--- src/hw/rtl/quaternion_normalizer_macros.svh ---
// Assertion macros for the quaternion normalizer.
`ifndef QUATERNION_NORMALIZER_MACROS_SVH
`define QUATERNION_NORMALIZER_MACROS_SVH
`ifndef SYNTH
`define QN_ASSERT(lbl, clk, rst_n, prop) \
  lbl: assert property (@(posedge clk) disable iff (!rst_n) prop) \
    else $error("qn assertion failed");
`define QN_ASSERT_NEXT(lbl, clk, rst_n, ante, cons) \
  lbl: assert property (@(posedge clk) disable iff (!rst_n) (ante) |=> (cons)) \
    else $error("qn next-cycle assertion failed");
`else
`define QN_ASSERT(lbl, clk, rst_n, prop)
`define QN_ASSERT_NEXT(lbl, clk, rst_n, ante, cons)
`endif
`endif

--- src/hw/rtl/qn_div_cell.sv ---
module qn_div_cell #(
  parameter int unsigned REM_W = 63,
  parameter int unsigned DEN_W = 38,
  parameter int unsigned Q_W   = 32,
  parameter int unsigned SHIFT = 0
) (
  input  logic             clk_i,
  input  logic             en_i,
  input  logic [REM_W-1:0] rem_i,
  input  logic [DEN_W-1:0] den_i,
  input  logic [Q_W-1:0]   q_i,
  output logic [REM_W-1:0] rem_o,
  output logic [DEN_W-1:0] den_o,
  output logic [Q_W-1:0]   q_o
);

  localparam int unsigned CMP_W = (REM_W > DEN_W + SHIFT) ? REM_W : DEN_W + SHIFT;

  logic [CMP_W-1:0] rem_x, sub_x, diff;
  logic             ge;
  logic [REM_W-1:0] rem_d, rem_q;
  logic [DEN_W-1:0] den_q;
  logic [Q_W-1:0]   q_d, q_q;

  assign rem_x = CMP_W'(rem_i);
  assign sub_x = CMP_W'(den_i) << SHIFT;
  assign ge    = rem_x >= sub_x;
  assign diff  = rem_x - sub_x;
  assign rem_d = ge ? REM_W'(diff) : rem_i;
  assign q_d   = {q_i[Q_W-2:0], ge};

  always_ff @(posedge clk_i) begin
    if (en_i) begin
      rem_q <= rem_d;
      den_q <= den_i;
      q_q   <= q_d;
    end
  end

  assign rem_o = rem_q;
  assign den_o = den_q;
  assign q_o   = q_q;

endmodule

--- config.mk ---
export PLATFORM = sky130hd
export DESIGN_NAME = qn_div_cell
export DESIGN_NICKNAME = d
export VERILOG_FILES = /design/src/hw/rtl/quaternion_normalizer_macros.svh /design/src/hw/rtl/qn_div_cell.sv
export SDC_FILE = /design/constraint.sdc
export NUM_CORES = 1
export LEC_CHECK = 0
export BUFFER_PORTS_ARGS = -buffer_cell sky130_fd_sc_hd__buf_2
export CELL_PAD_IN_SITES_DETAIL_PLACEMENT = 1
export CELL_PAD_IN_SITES_GLOBAL_PLACEMENT = 1
export CORE_UTILIZATION = 34
export DETAILED_ROUTE_END_ITERATION = 6
export GPL_ROUTABILITY_DRIVEN = 1
export GPL_TIMING_DRIVEN = 0
export HOLD_SLACK_MARGIN = 0.12
export PLACE_DENSITY_LB_ADDON = 0.05
export SYNTH_ARGS = -nofsm -noshare
export SYNTH_HDL_FRONTEND = slang
export SYNTH_SLANG_ARGS = --single-unit
--- constraint.sdc ---
create_clock -name clk_i -period 3.95 [get_ports clk_i]
set_input_delay 0.395 -clock clk_i [delete_from_list [all_inputs] [get_ports clk_i]]
set_output_delay 0.395 -clock clk_i [all_outputs]
set_load 0.03 [all_outputs]
==> insert_results.sql, run 1 <==
INSERT INTO impl_metrics (metric_group, metric, value, unit) VALUES
('status', 'outcome', 'completed', ''),
('synth', 'synthFlopType', 'sky130_fd_sc_hd__edfxtp_1', ''),
('synth', 'synth_edf_count', '133', ''),
('placement', 'detailed_placement_wirelength_estimate', '18400', 'microns'),
('global_routing', 'grt_first_pass_wirelength', '36300', 'microns'),
('timing', 'timing.fmax', '267', 'MHz'),
('setup_path', 'worst-endpoint-required', '4120', 'ps'),
('clock_network', 'cts_buffers', '17', ''),
('synth', 'syn_nets', '850', ''),
('synth', 'netlist-cell-type-count', '60', ''),
('setup_path', 'worst_setup_path_startpoint', 'rem_i[0]', ''),
('synth', 'synth_top_cells_by_area', 'sky130_fd_sc_hd__edfxtp_1, sky130_fd_sc_hd__ha_1, sky130_fd_sc_hd__xnor2_1, sky130_fd_sc_hd__a21oi_1, sky130_fd_sc_hd__nand2_1', ''),
('timing', 'hold_violations', '0', ''),
('timing', 'layout_worst_path_cycle_share', '94.7', '%'),
('finish', 'multi_input_area', '0.00311', 'sq mm'),
('floorplanning', 'placeableCoreArea', '0.0212', 'sq mm'),
('pwr', 'p_per_area', '455', 'mW/mm^2'),
('placement', 'globalplace.congestion', '0.794', ''),
('drt', 'route.vias.total', '6295', ''),
('timing', 'setup_tns', '0', 'ps'),
('global_routing', 'grt_antenna_before_repair', '1', ''),
('pwr', 'power.combinational.fraction', '24.4', '%'),
('clock_network', 'tritoncts_clock_tree', 'done', ''),
('timing', 'slew_viol_final', '0', ''),
('job', 'timing.max_cap.violations', '0', ''),
('placement', 'total_instance_count_after_detailed_placement', '1216', ''),
('finish', 'register_area', '0.00399', 'sq mm'),
('timing', 'hold-worst-slack', '140', 'ps'),
('floorplanning', 'initial_core_util', '34.9', '%'),
('drt', 'drtAntennaViolNets', '0', ''),
('pwr', 'irDropWorstVdd', '0.000283', 'V'),
('synth', 'ys_async_sr_fraction', '0', '%'),
('finish', 'synthToLayoutAreaGrowth', '31.3', '%'),
('timing', 'min_period', '3740', 'ps'),
('global_routing', 'vias_in_the_first_global_route', '6570', ''),
('global_routing', 'global_route.overflow_total', '0', ''),
('clock_network', 'clk_root_buffer_cell', 'sky130_fd_sc_hd__clkbuf_16', ''),
('finish', 'antennaDiodeCount', '0', ''),
('floorplanning', 'floorplan.die.height', '149', 'microns'),
('pwr', 'power.clock.fraction', '35.4', '%'),
('clock_network', 'worst_setup_hold_path_clk_slew', '70', 'ps'),
('synth', 'synth_largest_type_area_fraction', '54.2', '%'),
('synth', 'synth_seq_area_share', '54.2', '%'),
('finish', 'number_of_nets_in_the_finished_design', '1137', ''),
('setup_path', 'worstPathArrival', '3910', 'ps'),
('clock_network', 'clock_sink_count', '133', ''),
('finish', 'fill_cells', '2440', ''),
('worst_hold_path', 'hold_path.startpoint', 'q_i[5]', ''),
('pwr', 'power.net_switching', '1440', 'uW'),
('clock_network', 'clk_path_buf_depth', '2', ''),
('clock_network', 'cts_hold_buf', '0', ''),
('synth', 'syn-instance-count', '675', ''),
('placement', 'place.port_buffers', '265', ''),
('synth', 'count_of_yosys_warnings_during_synthesis', '0', ''),
('timing', 'setup_viol', '0', ''),
('drt', 'wl', '23400', 'microns'),
('drt', 'drt_iter0_markers', '331', ''),
('timing', 'timing.slew.headroom', '53.2', '%'),
('synth', 'synth.cell_area', '0.00737', 'sq mm'),
('floorplanning', 'die_w', '149', 'microns'),
('drt', 'drcViolationCount', '0', ''),
('floorplanning', 'design.die.area', '0.0223', 'sq mm'),
('pwr', 'total_leakage_power', '0.00409', 'uW'),
('synth', 'synth-seq-cells', '133', ''),
('drt', 'detailedRoute.firstPassIterationCount', '4', ''),
('synth', 'synth_area_per_cell', '10.9', 'sq um'),
('global_routing', 'largest_net_degree_at_the_start_of_global_routing', '86', ''),
('pwr', 'report.power.total', '4410', 'uW'),
('pwr', 'cellInternalPower', '2970', 'uW'),
('placement', 'dpl-instance-area', '0.00908', 'sq mm'),
('finish', 'post_route_insts_no_fill', '1250', '');
==> flip-flops by register name (all words and copies together), names as in the netlist <==
| signal | flops |
|---|---|
| q_o | 32 |
| rem_o | 63 |
| den_o | 38 |
==> logic make-up (layout without fill, tap and decap cells) <==
| kind of cell | after synthesis | in the layout | synth area share (%) |
|---|---|---|---|
| and+or+nand+nor | 204 | 204 | 14.1 |
| muxes | 1 | 1 | 0.153 |
| DFF | 133 | 133 | 54.2 |
| AOI/OAI and AO/OA | 162 | 162 | 13.7 |
| buffers and inverters | 75 | 375 | 3.94 |
| adders and majority gates | 40 | 40 | 6.89 |
| xor gates and xnor gates | 60 | 60 | 7.13 |
==> critical path: stages <==
cell                       delay [ps]
sky130_fd_sc_hd__buf_2            110
sky130_fd_sc_hd__inv_1             70
sky130_fd_sc_hd__ha_1             140
sky130_fd_sc_hd__inv_1             50
sky130_fd_sc_hd__fa_1             410
sky130_fd_sc_hd__a21o_1           250
sky130_fd_sc_hd__a221oi_4         370
sky130_fd_sc_hd__o21ai_0          260
sky130_fd_sc_hd__a221o_1          440
sky130_fd_sc_hd__a21oi_2          380
sky130_fd_sc_hd__o41ai_1          180
sky130_fd_sc_hd__or3_4            370
sky130_fd_sc_hd__or3_1            330
sky130_fd_sc_hd__xnor2_1          140
==> layout make-up <==
type / count / area share, %
repair buffers: 268 / 14.2
inverters: 47 / 1.82
flip-flops and latches: 133 / 41.2
well taps: 275 / 3.55
clock buffers: 17 / 4.39
clock inverters: 15 / 1.51
plain buffers: 28 / 1.19
multi-input cells: 467 / 32.1
==> power groups by stage <==
stage | logic (uW) | clock network [uW] | registers [uW]
finish | 1070 | 1560 | 1770
global route | 1160 | 1650 | 1790
CTS | 1080 | 1610 | 1780
detailed placement | 1070 | 0 | 1800
global placement | 1060 | 0 | 1800
floorplan | 383 | 0 | 2110
==> worst paths after layout <==
path	depth (start not counted)	end	slack (ps)
max	14	rem_o[42]	210
min	1	q_o[6]	140
==> what timing repair did <==
action                                  CTS  global route
endpoints found under the hold margin     0             0
pin swaps                                 1             0
resized for setup                         2             4
endpoints found under the setup margin    9            37
setup buffers                             1             0
==> Yosys cell counts, types with 7 or more instances <==
cell / n
sky130_fd_sc_hd__nor2_1: 53
sky130_fd_sc_hd__xnor2_1: 45
sky130_fd_sc_hd__nand4_1: 13
sky130_fd_sc_hd__ha_1: 39
sky130_fd_sc_hd__a21o_1: 11
sky130_fd_sc_hd__xor2_1: 15
sky130_fd_sc_hd__edfxtp_1: 133
sky130_fd_sc_hd__o21a_1: 7
sky130_fd_sc_hd__nor4_1: 7
sky130_fd_sc_hd__nand3_1: 18
sky130_fd_sc_hd__clkbuf_1: 26
sky130_fd_sc_hd__o21ai_0: 38
sky130_fd_sc_hd__nand2_1: 57
sky130_fd_sc_hd__a21oi_1: 64
sky130_fd_sc_hd__inv_1: 46
==> routing by layer <==
metal,track usage [%],vias up,routed length [microns]
met3,4.16,25,1410
met2,37.2,213,11400
met1,26.9,2992,10200
met4,6.33,2,313
met5,0,-,20
li1,-,3063,-
==> cells in the final DEF (no fill, tap or decap), types with 3 or more instances in the layout <==
master and count:
sky130_fd_sc_hd__nand4b_1 4, sky130_fd_sc_hd__xor2_1 15, sky130_fd_sc_hd__buf_2 265, sky130_fd_sc_hd__ha_1 39, sky130_fd_sc_hd__a21oi_1 63, sky130_fd_sc_hd__or4_1 6, sky130_fd_sc_hd__a211oi_1 3, sky130_fd_sc_hd__o41ai_1 3
sky130_fd_sc_hd__nand3_1 18, sky130_fd_sc_hd__inv_6 3, sky130_fd_sc_hd__clkinvlp_4 5, sky130_fd_sc_hd__and2_1 3, sky130_fd_sc_hd__o31ai_1 6, sky130_fd_sc_hd__o21a_1 7, sky130_fd_sc_hd__nand4_1 13, sky130_fd_sc_hd__nor4_1 7
sky130_fd_sc_hd__nor2_1 53, sky130_fd_sc_hd__nand2b_1 3, sky130_fd_sc_hd__inv_1 46, sky130_fd_sc_hd__a21o_1 11, sky130_fd_sc_hd__and4_1 4, sky130_fd_sc_hd__nand2_1 57, sky130_fd_sc_hd__o21ai_0 37, sky130_fd_sc_hd__nor3_1 6
sky130_fd_sc_hd__edfxtp_1 133, sky130_fd_sc_hd__o211ai_1 3, sky130_fd_sc_hd__nand3b_1 3, sky130_fd_sc_hd__clkbuf_16 17, sky130_fd_sc_hd__or2_2 3, sky130_fd_sc_hd__xnor2_1 45, sky130_fd_sc_hd__o21bai_1 6, sky130_fd_sc_hd__nor3b_1 3
sky130_fd_sc_hd__or3_1 6, sky130_fd_sc_hd__clkbuf_1 25, sky130_fd_sc_hd__and3_1 5, sky130_fd_sc_hd__clkinv_4 3
==> stage by stage <==
stage	setup WS [ps]	util (%)
global placement	-966	42.8
floorplan	232	-
finish	211	45.8
global route	20.2	45.8
CTS	97.4	45.7
detailed placement	-972	42.9
Note: power is estimated with default switching activity, not from simulation.
==> run 2: changes to the inputs <==
RECOVER_POWER = 25   (was unset)
==> run 2 against run 1 <==
  * The flow now finishes with violations (capacitance limit, slew limit)
  * Via count decreased by 0.19%
  * Non-clock buffer count stayed put
  * Sequential power is essentially flat
  * Worst setup slack got worse by 25 ps
  * First-iteration DRC count down 0.91%
  * Hold slack worse by 0.71 ps
  * Clock-buffer cell count unchanged
  * Sequential cell count did not move
  * Cell area is 0.39% lower
  * Sequential share of layout area is 0.16 points higher
  * Largest cell class unchanged
==> insert_results.sql, run 2 (synthesis gave the netlist of run 1 again) <==
INSERT INTO impl_metrics (metric_group, metric, value, unit) VALUES
('drt', 'wl', '23400', 'microns'),
('drt', 'route.vias.total', '6283', ''),
('global_routing', 'vias_in_the_first_global_route', '6570', ''),
('worst_hold_path', 'hold_path.startpoint', 'q_i[5]', ''),
('drt', 'drt_iter0_markers', '328', ''),
('timing', 'grt_setup_unrepaired', 'no', ''),
('worst_hold_path', 'hold-path-endpoint', 'q_o[6]', ''),
('placement', 'place.port_buffers', '265', ''),
('finish', 'layout.cells.most_common', 'sky130_fd_sc_hd__buf_2', ''),
('setup_path', 'worst-endpoint-required', '4120', 'ps'),
('clock_network', 'tritoncts_clock_tree', 'done', ''),
('floorplanning', 'placeableCoreArea', '0.0212', 'sq mm'),
('pwr', 'p_per_area', '456', 'mW/mm^2'),
('status', 'outcome', 'complete, but fails checks', ''),
('setup_path', 'timing.critical_path.fanout_max', '5', ''),
('finish', 'antennaDiodeCount', '0', ''),
('clock_network', 'clk_path_buf_depth', '2', ''),
('global_routing', 'grt_first_pass_wirelength', '36300', 'microns'),
('drt', 'detail_route.vias_per_cell', '5.03', ''),
('pwr', 'report.power.total', '4400', 'uW'),
('timing', 'layout_worst_path_cycle_share', '95.3', '%'),
('setup_path', 'worst-path-stages', '13', ''),
('setup_path', 'critPathLaunchType', 'primary input', ''),
('setup_path', 'largest_delay_contributor_family_on_the_critical_path', 'compound AO/OA/AOI/OAI gates', ''),
('drt', 'top_signal_layer_used', 'met5', ''),
('worst_hold_path', 'timing.hold.worst.class', 'primary input to flip-flop', ''),
('finish', 'largest_reg_flops', '63', ''),
('finish', 'design_area', '0.00965', 'sq mm'),
('finish', 'layout-drive-gt1-share', '30.2', '%'),
('finish', 'number_of_nets_in_the_finished_design', '1137', ''),
('floorplanning', 'initial_core_util', '34.9', '%'),
('timing', 'slew_viol_final', '49', ''),
('floorplanning', 'io_pins', '268', ''),
('timing', 'hold_violations', '0', ''),
('setup_path', 'worstPathArrival', '3930', 'ps'),
('clock_network', 'clock_sink_count', '133', ''),
('clock_network', 'worst_setup_hold_path_clk_slew', '70', 'ps'),
('finish', 'synthToLayoutAreaGrowth', '30.8', '%'),
('drt', 'routed_length_on_met2', '11400', 'microns'),
('drt', 'met3_length', '1430', 'microns'),
('drt', 'drcViolationCount', '0', ''),
('finish', 'most-common-layout-cells', 'sky130_fd_sc_hd__buf_2, sky130_fd_sc_hd__edfxtp_1, sky130_fd_sc_hd__a21oi_1, sky130_fd_sc_hd__nand2_1, sky130_fd_sc_hd__nor2_1', ''),
('job', 'timing.max_cap.violations', '1', ''),
('placement', 'globalplace.congestion', '0.794', ''),
('setup_path', 'cp.buffers_inverters', '2', ''),
('setup_path', 'max_stage_delay', '440', 'ps'),
('setup_path', 'master_of_the_slowest_instance_on_the_critical_path', 'sky130_fd_sc_hd__a221o_1', ''),
('drt', 'detailedRoute.firstPassIterationCount', '4', ''),
('clock_network', 'htree_levels', '4', ''),
('worst_hold_path', 'timing.hold.worst_path_depth', '1', ''),
('drt', 'm1WireLength', '10200', 'microns'),
('timing', 'min_period', '3760', 'ps'),
('clock_network', 'clk_root_buffer_cell', 'sky130_fd_sc_hd__clkbuf_16', ''),
('floorplanning', 'design.die.area', '0.0223', 'sq mm'),
('global_routing', 'global_route.usage.total', '21.5', '%'),
('clock_network', 'cts_buffers', '17', ''),
('timing', 'setup_tns', '0', 'ps'),
('floorplanning', 'floorplan.die.height', '149', 'microns'),
('status', 'failed_checks', 'capacitance limit, slew limit', ''),
('timing', 'worstMarginPinSlew', '2730', 'ps'),
('timing', 'timing.fmax', '266', 'MHz'),
('global_routing', 'global_route.overflow_total', '0', ''),
('drt', 'routed_wire_length_per_instance', '18.7', 'microns'),
('floorplanning', 'die_w', '149', 'microns'),
('timing', 'timing.slew.headroom', '-82.1', '%'),
('setup_path', 'crit_chain', 'clkbuf_1 -> ha_1 -> inv_1 -> fa_1 -> a21o_1 -> a221oi_4 -> o21ai_0 -> a221o_1 -> a21oi_2 -> o41ai_1 -> or3_4 -> or3_1 -> xnor2_1', ''),
('floorplanning', 'rows', '53', ''),
('global_routing', 'grt_antenna_before_repair', '1', ''),
('pwr', 'irDropWorstVdd', '0.000284', 'V'),
('drt', 'drtAntennaViolNets', '0', ''),
('timing', 'setup_viol', '0', ''),
('finish', 'final_util', '45.6', '%'),
('placement', 'detailed_placement_wirelength_estimate', '18400', 'microns'),
('setup_path', 'critPathKind', 'primary input to flip-flop', ''),
('global_routing', 'largest_net_degree_at_the_start_of_global_routing', '86', ''),
('pwr', 'total_leakage_power', '0.00402', 'uW'),
('placement', 'dpl-instance-area', '0.00908', 'sq mm'),
('setup_path', 'endpoint_kind', 'flip-flop', '');
[run 2: cell types whose count changed in the layout (fill, tap and decap cells not counted), sizes merged]
cell,change
buf,-25
clkbuf,+25
[run 2: how the worst max path moves through the flow]
stage               startpoint         to  slack [ps]
floorplan             rem_i[0]  rem_o[42]         230
global placement      rem_i[0]  rem_o[54]        -970
detailed placement    rem_i[0]  rem_o[54]        -970
CTS                   rem_i[0]  rem_o[42]         100
global route         rem_i[16]  rem_o[22]          20
finish                den_i[0]  rem_o[42]         190
[run 2: per-stage QoR]
stage                     hold slack (ps)  worst slack (ps)  instances
after global routing                  128              20.2       1250
after global placement                573              -966       1215
after floorplan                       494               232        675
final                                 139               186       1250
after CTS                             122              97.4       1249
after detailed placement              574              -972       1216
[run 2: cell type report]
type | instances | area, sq um
repair buffers | 268 | 1340
inverters | 47 | 176
multi-input cells | 467 | 3110
plain buffers | 28 | 115
clock inverters | 15 | 146
clock buffers | 17 | 425
well taps | 275 | 344
flip-flops and latches | 133 | 3990
fillers | 2451 | 11500
[run 2: what timing repair did]
item                                    CTS  global route
endpoints found under the setup margin    9            37
pin swaps                                 1             0
gates resized for setup                   2             4
buffers inserted                          1             0
hold buffers                              0             0
[run 2: where the power goes]
| group | switching (uW) | internal, uW |
|---|---|---|
| Sequential | 36.9 | 1740 |
| Combinational | 725 | 346 |
| Clock | 677 | 880 |
[run 2: layer usage]
metal  vias to the layer above  track usage (%)
met5                         -                0
met4                         2             6.33
met3                        25             4.16
met2                       217             37.2
met1                      2979             26.9
li1                       3060                -
