<file path="src/hw/rtl/quaternion_normalizer_macros.svh">
// Assertion macros for the quaternion normalizer.
`ifndef QUATERNION_NORMALIZER_MACROS_SVH
`define QUATERNION_NORMALIZER_MACROS_SVH
`ifndef SYNTH
`define QN_ASSERT(lbl, clk, rst_n, prop) \
  lbl: assert property (@(posedge clk) disable iff (!rst_n) prop) \
    else $error("qn assertion failed");
`define QN_ASSERT_NEXT(lbl, clk, rst_n, ante, cons) \
  lbl: assert property (@(posedge clk) disable iff (!rst_n) (ante) |=> (cons)) \
    else $error("qn next-cycle assertion failed");
`else
`define QN_ASSERT(lbl, clk, rst_n, prop)
`define QN_ASSERT_NEXT(lbl, clk, rst_n, ante, cons)
`endif
`endif

</file>
<file path="src/hw/rtl/qn_pkg.sv">
package qn_pkg;

  localparam int unsigned FIELD_W  = 32;
  localparam int unsigned MAG_W    = 32;
  localparam int unsigned SQ_W     = 64;
  localparam int unsigned FLOOR_W  = 20;
  localparam int unsigned WIN_W    = 40;
  localparam int unsigned D_W      = 38;
  localparam int unsigned RN_W     = 63;
  localparam int unsigned S_W      = 32;
  localparam int unsigned SQRT_N   = 32;
  localparam int unsigned SQRT_TOP = 62;
  localparam int unsigned RT_W     = 32;
  localparam int unsigned QN_W     = 62;
  localparam int unsigned QR_W     = 33;
  localparam int unsigned ADDR_W   = 4;
  localparam int unsigned DATA_W   = 64;
  localparam int unsigned FRAC     = 29;

  localparam logic [WIN_W-1:0] WIN_RST = 40'd6073500000;
  localparam logic [SQ_W-1:0]  ONE_M   = 64'h0400_0000_0000_0000;

  localparam logic REG_SCALAR_FLOOR  = 1'b0;
  localparam logic REG_APPROX_WINDOW = 1'b1;

  typedef struct packed {
    logic [3:0]              neg;
    logic [3:0][MAG_W-1:0]   mag;
    logic                    degen;
    logic                    approx;
  } front_t;

  typedef struct packed {
    logic [3:0]              neg;
    logic [3:0][FIELD_W-1:0] early;
    logic [3:0]              ovf;
    logic                    use_div;
    logic                    approx;
    logic                    degen;
  } back_t;

  typedef struct packed {
    logic [3:0][FIELD_W-1:0] comp;
    logic                    approx;
    logic                    degen;
  } res_t;

endpackage

</file>
<file path="src/hw/rtl/qn_sqrt_cell.sv">
module qn_sqrt_cell #(
  parameter int unsigned STEP = 0
) (
  input  logic                    clk_i,
  input  logic                    en_i,
  input  logic [qn_pkg::SQ_W-1:0] rem_i,
  input  logic [qn_pkg::SQ_W-1:0] res_i,
  output logic [qn_pkg::SQ_W-1:0] rem_o,
  output logic [qn_pkg::SQ_W-1:0] res_o
);

  localparam int unsigned W = qn_pkg::SQ_W;
  localparam logic [W-1:0] ONE = 1;
  localparam logic [W-1:0] BIT = ONE << (qn_pkg::SQRT_TOP - 2 * STEP);

  logic [W-1:0] sum;
  logic [W-1:0] rem_d, res_d, rem_q, res_q;

  always_comb begin
    sum = res_i + BIT;
    if (rem_i >= sum) begin
      rem_d = rem_i - sum;
      res_d = (res_i >> 1) + BIT;
    end else begin
      rem_d = rem_i;
      res_d = res_i >> 1;
    end
  end

  always_ff @(posedge clk_i) begin
    if (en_i) begin
      rem_q <= rem_d;
      res_q <= res_d;
    end
  end

  assign rem_o = rem_q;
  assign res_o = res_q;

endmodule

</file>
<file path="config.mk">
export PLATFORM = sky130hd
export DESIGN_NAME = qn_sqrt_cell
export DESIGN_NICKNAME = d
export VERILOG_FILES = /design/src/hw/rtl/quaternion_normalizer_macros.svh /design/src/hw/rtl/qn_pkg.sv /design/src/hw/rtl/qn_sqrt_cell.sv
export SDC_FILE = /design/constraint.sdc
export NUM_CORES = 1
export LEC_CHECK = 0
export BUFFER_PORTS_ARGS = -buffer_cell sky130_fd_sc_hd__buf_2
export CAP_MARGIN = 10
export CORE_AREA = 8 8 132 134
export DETAILED_ROUTE_END_ITERATION = 8
export DIE_AREA = 0 0 140 142
export GPL_ROUTABILITY_DRIVEN = 0
export PLACE_DENSITY_LB_ADDON = 0.2
export SLEW_MARGIN = 40
export SYNTH_ARGS = -nofsm -noshare
export SYNTH_HDL_FRONTEND = slang
export SYNTH_SLANG_ARGS = --single-unit
</file>
<file path="constraint.sdc">
create_clock -name clk_i -period 5.3 [get_ports clk_i]
set_clock_uncertainty 0.1 [all_clocks]
set_input_delay 0.795 -clock clk_i [delete_from_list [all_inputs] [get_ports clk_i]]
set_output_delay 0.795 -clock clk_i [all_outputs]
set_load 0.05 [all_outputs]
</file>
==> results of run 1 <==
[worst max-delay path by stage]
stage	startpoint	to	slack, ps
floorplan	res_i[16]	rem_o[60]	1550
global placement	res_i[16]	rem_o[45]	860
detailed placement	res_i[16]	rem_o[45]	720
CTS	res_i[16]	rem_o[45]	1170
global route	res_i[16]	rem_o[45]	880
finish	res_i[16]	rem_o[45]	1160
[synth_stat cells (all sizes together) (4+ instances only)]
library cell	n
edfxtp	128
a21oi	111
nor2	82
inv	78
ha	64
nand2	52
a21o	49
o21ai	43
xnor2	36
clkbuf	26
xor2	20
nand4	18
mux2	14
nand3	14
and3	13
nor3	12
buf	11
o21bai	11
and2	10
nor2b	10
a31oi	7
o211ai	7
o21a	7
a21boi	5
a41oi	5
o31a	5
a211oi	4
or2	4
or3	4
[metrics by stage]
stage / setup slack, ps / power (mW) / hold WS, ps / instances
after floorplan: 1550 / 2.25 / 794 / 885
after CTS: 1170 / 3.61 / 447 / 1335
after detailed placement: 720 / 2.58 / 887 / 1303
after global routing: 882 / 3.76 / 444 / 1336
final: 1160 / 3.59 / 452 / 1336
after global placement: 861 / 2.56 / 887 / 1303
[where the power goes]
group | internal [mW] | switching, mW
registers | 1.27 | 0.0287
clock network | 0.589 | 0.439
logic | 0.383 | 0.889
total | 2.24 | 1.36
[state kept, by name, indices dropped and copies added (netlist names)]
| register | cells |
|---|---|
| rem_o | 64 |
| res_o | 64 |
[cells by family (layout without fill, tap and decap cells)]
group | Yosys count | in the layout | synth area share, %
AND/OR/NAND/NOR | 234 | 234 | 13.2
adder cells (fa/ha/maj) | 65 | 65 | 9.53
flip-flops | 128 | 128 | 44.6
XOR/XNOR | 56 | 56 | 5.70
other | 0 | 1 | 0
multiplexers | 15 | 15 | 1.95
buffers and inverters | 115 | 373 | 5.19
AO/OA/AOI/OAI | 272 | 272 | 19.8
[routing by layer]
metal	vias up	GRT usage [%]
li1	3735	-
met1	3511	28.0
met2	286	39.4
met3	32	8.02
met4	2	6.91
met5	-	0
[placed cells by master (no fill, tap or decap), drive strengths merged, types with 2 or more instances in the layout]
cell type and count:
ha 64, a21o 49, a21oi 111, a211oi 4, and3 13, nor3 12, o21ai 43, buf 262
or3 4, xnor2 36, o21a 7, clkinv 11, o41ai 3, nor2 82, o31a 5, o22ai 2
a21boi 5, nand2b 3, inv 78, nor2b 10, a41oi 5, nor4b 2, o21bai 11, mux2 14
nand4 18, a211o 2, o211ai 7, xor2 20, edfxtp 128, and2 10, o31ai 2, and4 3
and4b 2, or2 4, a31oi 7, nand3 14, nand2 52, clkbuf 21
[cell type report]
class	count	area, µm²
fillers	1248	4870
multi-input cells	642	4320
flip-flops and latches	128	3840
repair buffers	263	1350
clock buffers	20	437
inverters	78	293
well taps	192	240
clock inverters	12	71.3
diodes	1	2.50
[worst max-delay path, cell delays in order]
cell and delay (ps):
buf_2 80, inv_1 30, ha_1 390, and2_1 180
nand3_1 140, or3_1 400, a41o_1 280, nor3_2 200
o21ai_1 150, o41ai_4 720, buf_4 430, mux2_2 380
==> results.py, run 1 <==
metrics = {
    "yosys": {
        "yosysTopAreaCell": "edfxtp_1",
        "netlist_instances": 885,
        "synthesis.area_um2": 8610,
        "synth.distinct_cells": 58,
        "synth_ff_type": "edfxtp_1",
        "yosysWarningCount": 0,
        "synth_area_leaders": "edfxtp_1 45%, ha_1 9.3%, a21oi_1 6.5%",
        "synth_edf_count": 128,
        "syn_nets": 1080,
        "async_flop_share_pct": 0,
        "synth-seq-cells": 128,
        "syn_avg_cell_area_um2": 9.73,
        "synth.top_cell.area_share_pct": 44.6,
        "yosysSeqAreaShare_pct": 44.6,
    },
    "place": {
        "place_hpwl_mm": 18.3,
        "port_buffers": 257,
        "placement.cell_area_um2": 10000,
    },
    "hold_path": {
        "hold_depth": 1,
        "worstHoldPathType": "input port to register",
        "worstHoldStart": "res_i[57]",
        "whs_endpoint": "res_o[56]",
    },
    "detailed_routing": {
        "drt_iter0_drc": 562,
        "top_layer": "met5",
        "dr.pass1.iters": 5,
        "wl_per_cell_um": 17.6,
        "wl_met2_mm": 11.3,
        "viasPerCell": 5.66,
        "antenna_left": 0,
        "met3_length_mm": 2.06,
        "drt-met1-wl_mm": 9.88,
        "route.detailed.drc": 0,
        "drt_wl_total_mm": 23.6,
        "vias": 7566,
    },
    "global_route": {
        "grt-ovfl-total": 0,
        "grt_max_degree": 95,
        "grt_pass1_wl_mm": 37.2,
        "grt_pass1_vias": 7588,
        "antenna_found_initial": 2,
        "grt_usage_pct": 23.4,
    },
    "finish": {
        "final_util_pct": 68.5,
        "fin_area_um2": 10600,
        "drive_gt1_share_pct": 27.0,
        "area_growth_pct": 22.6,
        "nets": 1325,
    },
    "clock_network": {
        "clock-root-buffer": "clkbuf_16",
        "h-tree-depth": 4,
        "cts_setup_buffers": 0,
        "cts_tree": "yes",
        "cts.sinks": 128,
        "clk_pin_slew_ps": 60,
        "ctsHoldBuffers": 0,
        "clockBufferDepth": 2,
        "numCtsBuffers": 17,
        "cts_resized": 0,
    },
    "floorplanning": {
        "ios": 258,
        "core_um2": 15400,
        "initial_core_util_pct": 55.8,
        "dieHeight_um": 142,
        "rows": 46,
        "die_w_um": 140,
        "die_area_um2": 19900,
    },
    "sta": {
        "period_minus_slack_ps": 4140,
        "tightestPinTransition_ps": 771,
        "timing.fmax_mhz": 241,
        "grt_setup_unrepaired": "no",
        "finalHoldViolations": 0,
        "tns_ps": 0,
        "drv_slew": 0,
        "finalCritPeriodShare_pct": 78.2,
        "slew_headroom_pct": 47.9,
        "setup_violations": 0,
    },
    "setup_path": {
        "crit_path_end_kind": "register",
        "crit_fanout": 31,
        "startpoint_type": "input port",
        "crit_arrival_ps": 4220,
        "critPathRequiredTime_ps": 5380,
        "critPathKind": "input port to register",
    },
    "power": {
        "p_per_area_nw_per_um2": 340,
        "peakVddDrop_mv": 0.204,
        "p_leak_nw": 4.92,
    },
    "status": {
        "outcome": "complete, no violations",
    },
    "run": {
        "max_cap_viol_count": 0,
    },
}
No activity file was read; power rests on OpenSTA's default activity.
==> inputs of run 2 (changes only) <==
--- a/config.mk
+++ b/config.mk
@@ -5,11 +5,12 @@
 export SDC_FILE = /design/constraint.sdc
 export NUM_CORES = 1
 export LEC_CHECK = 0
+export ABC_AREA = 1
 export BUFFER_PORTS_ARGS = -buffer_cell sky130_fd_sc_hd__buf_2
 export CAP_MARGIN = 10
-export CORE_AREA = 8 8 132 134
+export CORE_AREA = 8 8 158 160
 export DETAILED_ROUTE_END_ITERATION = 8
-export DIE_AREA = 0 0 140 142
+export DIE_AREA = 0 0 166 168
 export GPL_ROUTABILITY_DRIVEN = 0
 export PLACE_DENSITY_LB_ADDON = 0.2
 export SLEW_MARGIN = 40
==> constraint.sdc (replaced) <==
create_clock -name clk_i -period 3.4 [get_ports clk_i]
set_clock_uncertainty 0.1 [all_clocks]
set_input_delay 0.51 -clock clk_i [delete_from_list [all_inputs] [get_ports clk_i]]
set_output_delay 0.51 -clock clk_i [all_outputs]
set_load 0.05 [all_outputs]
==> run 2 against run 1 <==
- via count rose by 49%
- flip-flop and latch count did not move
- worst hold slack got worse by 290 ps
- critical path depth rose by 7
- global-route usage rose by 1.0 points
- synthesized cell count rose by 93%
- setup slack got worse by 460 ps
- final area rose by 25%
- critical path type unchanged
- critical endpoint is now rem_o[26]
==> results.py, run 2 <==
metrics = {
    "yosys": {
        "synth_ff_type": "edfxtp_1",
        "yosysWarningCount": 0,
        "synthesis.area_um2": 11000,
        "yosysSeqAreaShare_pct": 35.1,
        "synth-seq-cells": 128,
        "yosysTopAreaCell": "edfxtp_1",
        "synth.distinct_cells": 29,
        "synth_area_leaders": "edfxtp_1 35%, nand2_1 26%, inv_1 14%",
        "synth_edf_count": 128,
        "syn_avg_cell_area_um2": 6.40,
        "yosysMostFrequentCell": "nand2_1",
        "synth.top_cell.area_share_pct": 35.1,
        "syn_nets": 1907,
        "synth_common_cells": "762 x nand2_1, 401 x inv_1, 128 x edfxtp_1",
        "async_flop_share_pct": 0,
        "netlist_instances": 1712,
    },
    "sta": {
        "grt_setup_unrepaired": "no",
        "setup_violations": 0,
        "finalCritPeriodShare_pct": 79.4,
        "tns_ps": 0,
        "drv_slew": 0,
        "timing.fmax_mhz": 370,
        "tightestPinTransition_ps": 450,
        "finalHoldViolations": 0,
        "slew_headroom_pct": 69.8,
        "period_minus_slack_ps": 2700,
    },
    "status": {
        "outcome": "complete, no violations",
    },
    "global_route": {
        "grt-ovfl-total": 0,
        "grt_pass1_vias": 10700,
        "grt_max_degree": 63,
        "grt_usage_pct": 24.4,
        "grt_pass1_wl_mm": 54.6,
        "antenna_found_initial": 1,
    },
    "floorplanning": {
        "dieHeight_um": 168,
        "initial_core_util_pct": 49.0,
        "die_area_um2": 27900,
        "die_w_um": 166,
        "rows": 55,
        "core_um2": 22400,
        "ios": 258,
    },
    "detailed_routing": {
        "viasPerCell": 4.95,
        "antenna_left": 0,
        "dr.pass1.iters": 6,
        "route.detailed.drc": 0,
        "wl_per_cell_um": 15.3,
        "drt_wl_total_mm": 34.7,
        "vias": 11300,
        "drt_iter0_drc": 1039,
    },
    "finish": {
        "antenna_cells": 0,
        "fin_area_um2": 13100,
        "nets": 2176,
        "drive_gt1_share_pct": 16.4,
        "final_common_cell": "nand2_1",
        "area_growth_pct": 20.0,
        "final_cell_mix": "762 x nand2_1, 401 x inv_1, 256 x buf_2",
        "final_util_pct": 58.8,
    },
    "clock_network": {
        "clk_pin_slew_ps": 60,
        "h-tree-depth": 4,
        "numCtsBuffers": 17,
        "clock-root-buffer": "clkbuf_16",
        "cts_tree": "yes",
        "ctsHoldBuffers": 0,
        "cts.sinks": 128,
        "clockBufferDepth": 2,
        "cts_resized": 0,
        "cts_setup_buffers": 0,
    },
    "power": {
        "p_leak_nw": 7.78,
        "p_per_area_nw_per_um2": 471,
        "peakVddDrop_mv": 0.316,
        "p_total_mw": 6.19,
    },
    "run": {
        "max_cap_viol_count": 0,
    },
    "hold_path": {
        "worstHoldPathType": "input port to register",
    },
    "setup_path": {
        "critPathKind": "input port to register",
        "crit_path_end_kind": "register",
        "crit_fanout": 37,
        "startpoint_type": "input port",
        "critPathRequiredTime_ps": 3480,
        "crit_arrival_ps": 2780,
    },
    "place": {
        "place_hpwl_mm": 28.8,
        "port_buffers": 257,
        "placement.cell_area_um2": 12600,
    },
}
-- run 2: report_power, final --
| group | internal (mW) | total (mW) | switching (mW) | leakage [nW] |
|---|---|---|---|---|
| clock network | 1.13 | 1.84 | 0.707 | 0.271 |
| registers | 1.98 | 2.02 | 0.0426 | 1.25 |
| logic | 0.594 | 2.33 | 1.73 | 6.26 |
| total | 3.71 | 6.19 | 2.48 | 7.78 |
-- run 2: worst max-delay path, cell delays in order --
cell and delay, ps:
buf_2 70, inv_1 40, ha_1 220, fa_1 410
inv_1 90, nand3_1 110, nand2_4 120, nand2_2 50
nand2_2 90, nand2_1 70, nand2_2 90, nand2_2 70
nand3_2 60, nand2_2 60, nand2_4 200, inv_4 40
buf_4 240, nand2_1 110, nand2_1 60
-- run 2: stage by stage --
step	hold WS, ps	std cells	worst slack [ps]
finish	163	2276	699
global route	157	2276	497
CTS	152	2276	728
detailed placement	604	2247	275
global placement	602	2247	367
floorplan	509	1712	806
-- run 2: cell families after synthesis --
logic type | count (synthesis) | synth area share [%]
xor gates and xnor gates | 32 | 2.56
and+or+nand+nor | 1015 | 37.6
buffers and inverters | 420 | 14.9
AOI/OAI and AO/OA | 52 | 2.41
adders and majority gates | 65 | 7.49
DFF | 128 | 35.1
-- run 2: layer usage --
metal	global-route usage [%]	share of wire, %	vias to the layer above	wire length, µm
met5	0	0.037	-	13
met4	9.21	3.0	2	1030
met3	7.23	10	75	3610
met2	38.2	43	534	15000
met1	31.5	44	4955	15100
li1	-	-	5697	-
-- run 2: path summary, 6_finish.rpt --
| path | startpoint | to | slack [ps] | depth (start not counted) |
|---|---|---|---|---|
| worst max-delay path | rem_i[0] | rem_o[26] | 700 | 19 |
| worst min-delay path | res_i[8] | res_o[7] | 160 | 1 |
-- run 2: cell type report --
type	instances	area, µm²
inverters	407	1530
clock buffers	18	429
well taps	285	357
fillers	2152	9220
clock inverters	11	144
repair buffers	263	1360
flip-flops and latches	128	3840
multi-input cells	1164	5480
==> inputs of run 3 (changes only) <==
==> constraint.sdc (replaced) <==
create_clock -name clk_i -period 2.4 [get_ports clk_i]
set_clock_uncertainty 0.1 [all_clocks]
set_input_delay 0.36 -clock clk_i [delete_from_list [all_inputs] [get_ports clk_i]]
set_output_delay 0.36 -clock clk_i [all_outputs]
set_load 0.05 [all_outputs]
==> run 3 against run 2 <==
- sequential share of layout area fell by 3.2 points
- die area unchanged
- combinational power grew 62%
- critical endpoint is now rem_o[46]
- largest cell class unchanged
==> results.py, run 3 (synthesis gave the netlist of run 2 again) <==
metrics = {
    "status": {
        "outcome": "complete, no violations",
    },
    "hold_path": {
        "worstHoldPathType": "input port to register",
    },
    "global_route": {
        "grt_pass1_vias": 11800,
        "grt_max_degree": 41,
        "grt_pass1_wl_mm": 58.8,
        "grt-ovfl-total": 0,
        "grt_usage_pct": 26.4,
        "antenna_found_initial": 2,
    },
    "detailed_routing": {
        "drt_wl_total_mm": 37.3,
        "drt_iter0_drc": 1161,
        "antenna_left": 0,
        "wl_per_cell_um": 15.0,
        "dr.pass1.iters": 5,
        "route.detailed.drc": 0,
        "vias": 12100,
        "viasPerCell": 4.87,
    },
    "setup_path": {
        "crit_arrival_ps": 2390,
        "startpoint_type": "input port",
        "crit_path_end_kind": "register",
        "critPathKind": "input port to register",
        "critPathRequiredTime_ps": 2490,
        "crit_fanout": 4,
    },
    "clock_network": {
        "clk_pin_slew_ps": 60,
        "numCtsBuffers": 17,
        "cts_tree": "yes",
        "clockBufferDepth": 2,
        "h-tree-depth": 4,
        "cts_resized": 0,
        "ctsHoldBuffers": 0,
        "cts.sinks": 128,
        "clock-root-buffer": "clkbuf_16",
        "cts_setup_buffers": 0,
    },
    "floorplanning": {
        "core_um2": 22400,
        "die_w_um": 166,
        "initial_core_util_pct": 49.0,
        "dieHeight_um": 168,
        "ios": 258,
        "die_area_um2": 27900,
        "rows": 55,
    },
    "place": {
        "place_hpwl_mm": 30.5,
        "port_buffers": 257,
    },
    "sta": {
        "tightestPinTransition_ps": 424,
        "slew_headroom_pct": 71.7,
        "finalHoldViolations": 0,
        "grt_setup_unrepaired": "no",
        "timing.fmax_mhz": 434,
        "period_minus_slack_ps": 2300,
        "setup_violations": 0,
        "holdWs_ps": 14.7,
        "drv_slew": 0,
        "finalCritPeriodShare_pct": 95.9,
    },
    "power": {
        "p_leak_nw": 8.80,
        "p_per_area_nw_per_um2": 629,
        "peakVddDrop_mv": 0.469,
        "p_total_mw": 9.29,
    },
    "finish": {
        "final_common_cell": "nand2_1",
        "area_growth_pct": 34.8,
        "drive_gt1_share_pct": 24.6,
        "final_cell_mix": "761 x nand2_1, 400 x inv_1, 256 x buf_2",
        "nets": 2381,
    },
    "run": {
        "max_cap_viol_count": 0,
    },
}
[run 3: per-stage QoR]
step	setup WS [ps]	area [µm²]	utilization, %	setup TNS [ps]	instances
after detailed placement	-340	14200	63.3	-19640	2452
after global routing	3.78	14800	66.1	0	2483
after CTS	95.4	14700	65.9	0	2482
after floorplan	6.42	11000	-	0	1712
final	98.4	14800	66.1	0	2483
after global placement	-260	14200	63.3	-14260	2452
[run 3: path summary, 6_finish.rpt]
path                  start         to  slack, ps  cells after the start
setup / recovery  res_i[41]  rem_o[46]        100                     14
hold / removal     res_i[6]   res_o[5]         10                      1
[run 3: area by class of cell]
type | instances | area (µm²)
Clock buffer | 19 | 433
Multi-Input combinational cell | 1164 | 5510
Antenna cell | 1 | 2.50
Inverter | 407 | 1530
Fill cell | 2015 | 7590
Sequential cell | 128 | 3840
Timing Repair Buffer | 468 | 2950
Clock inverter | 11 | 143
Tap cell | 285 | 357
[run 3: critical path, cell delays in order]
cell and delay, ps:
buf_2 90, inv_1 60, ha_1 340, nand2_1 90, nand2_1 70, buf_4 130, inv_1 40, nand2_1 110
a21oi_1 380, nand2_1 180, inv_1 100, nand4_1 230, nand3_2 150, nand2_1 60
[run 3: metal layers]
metal  up-vias  GRT usage [%]  share of wire [%]
li1       6114              -                  -
met1      5323           33.5                 42
met3        89           7.53                 12
met5         -              0              0.035
met4         2           11.9                3.9
met2       566           41.1                 42
[run 3: power by group]
group	switching [mW]	internal, mW
logic	2.56	1.22
registers	0.0654	2.80
clock network	1.03	1.61
total	3.66	5.63
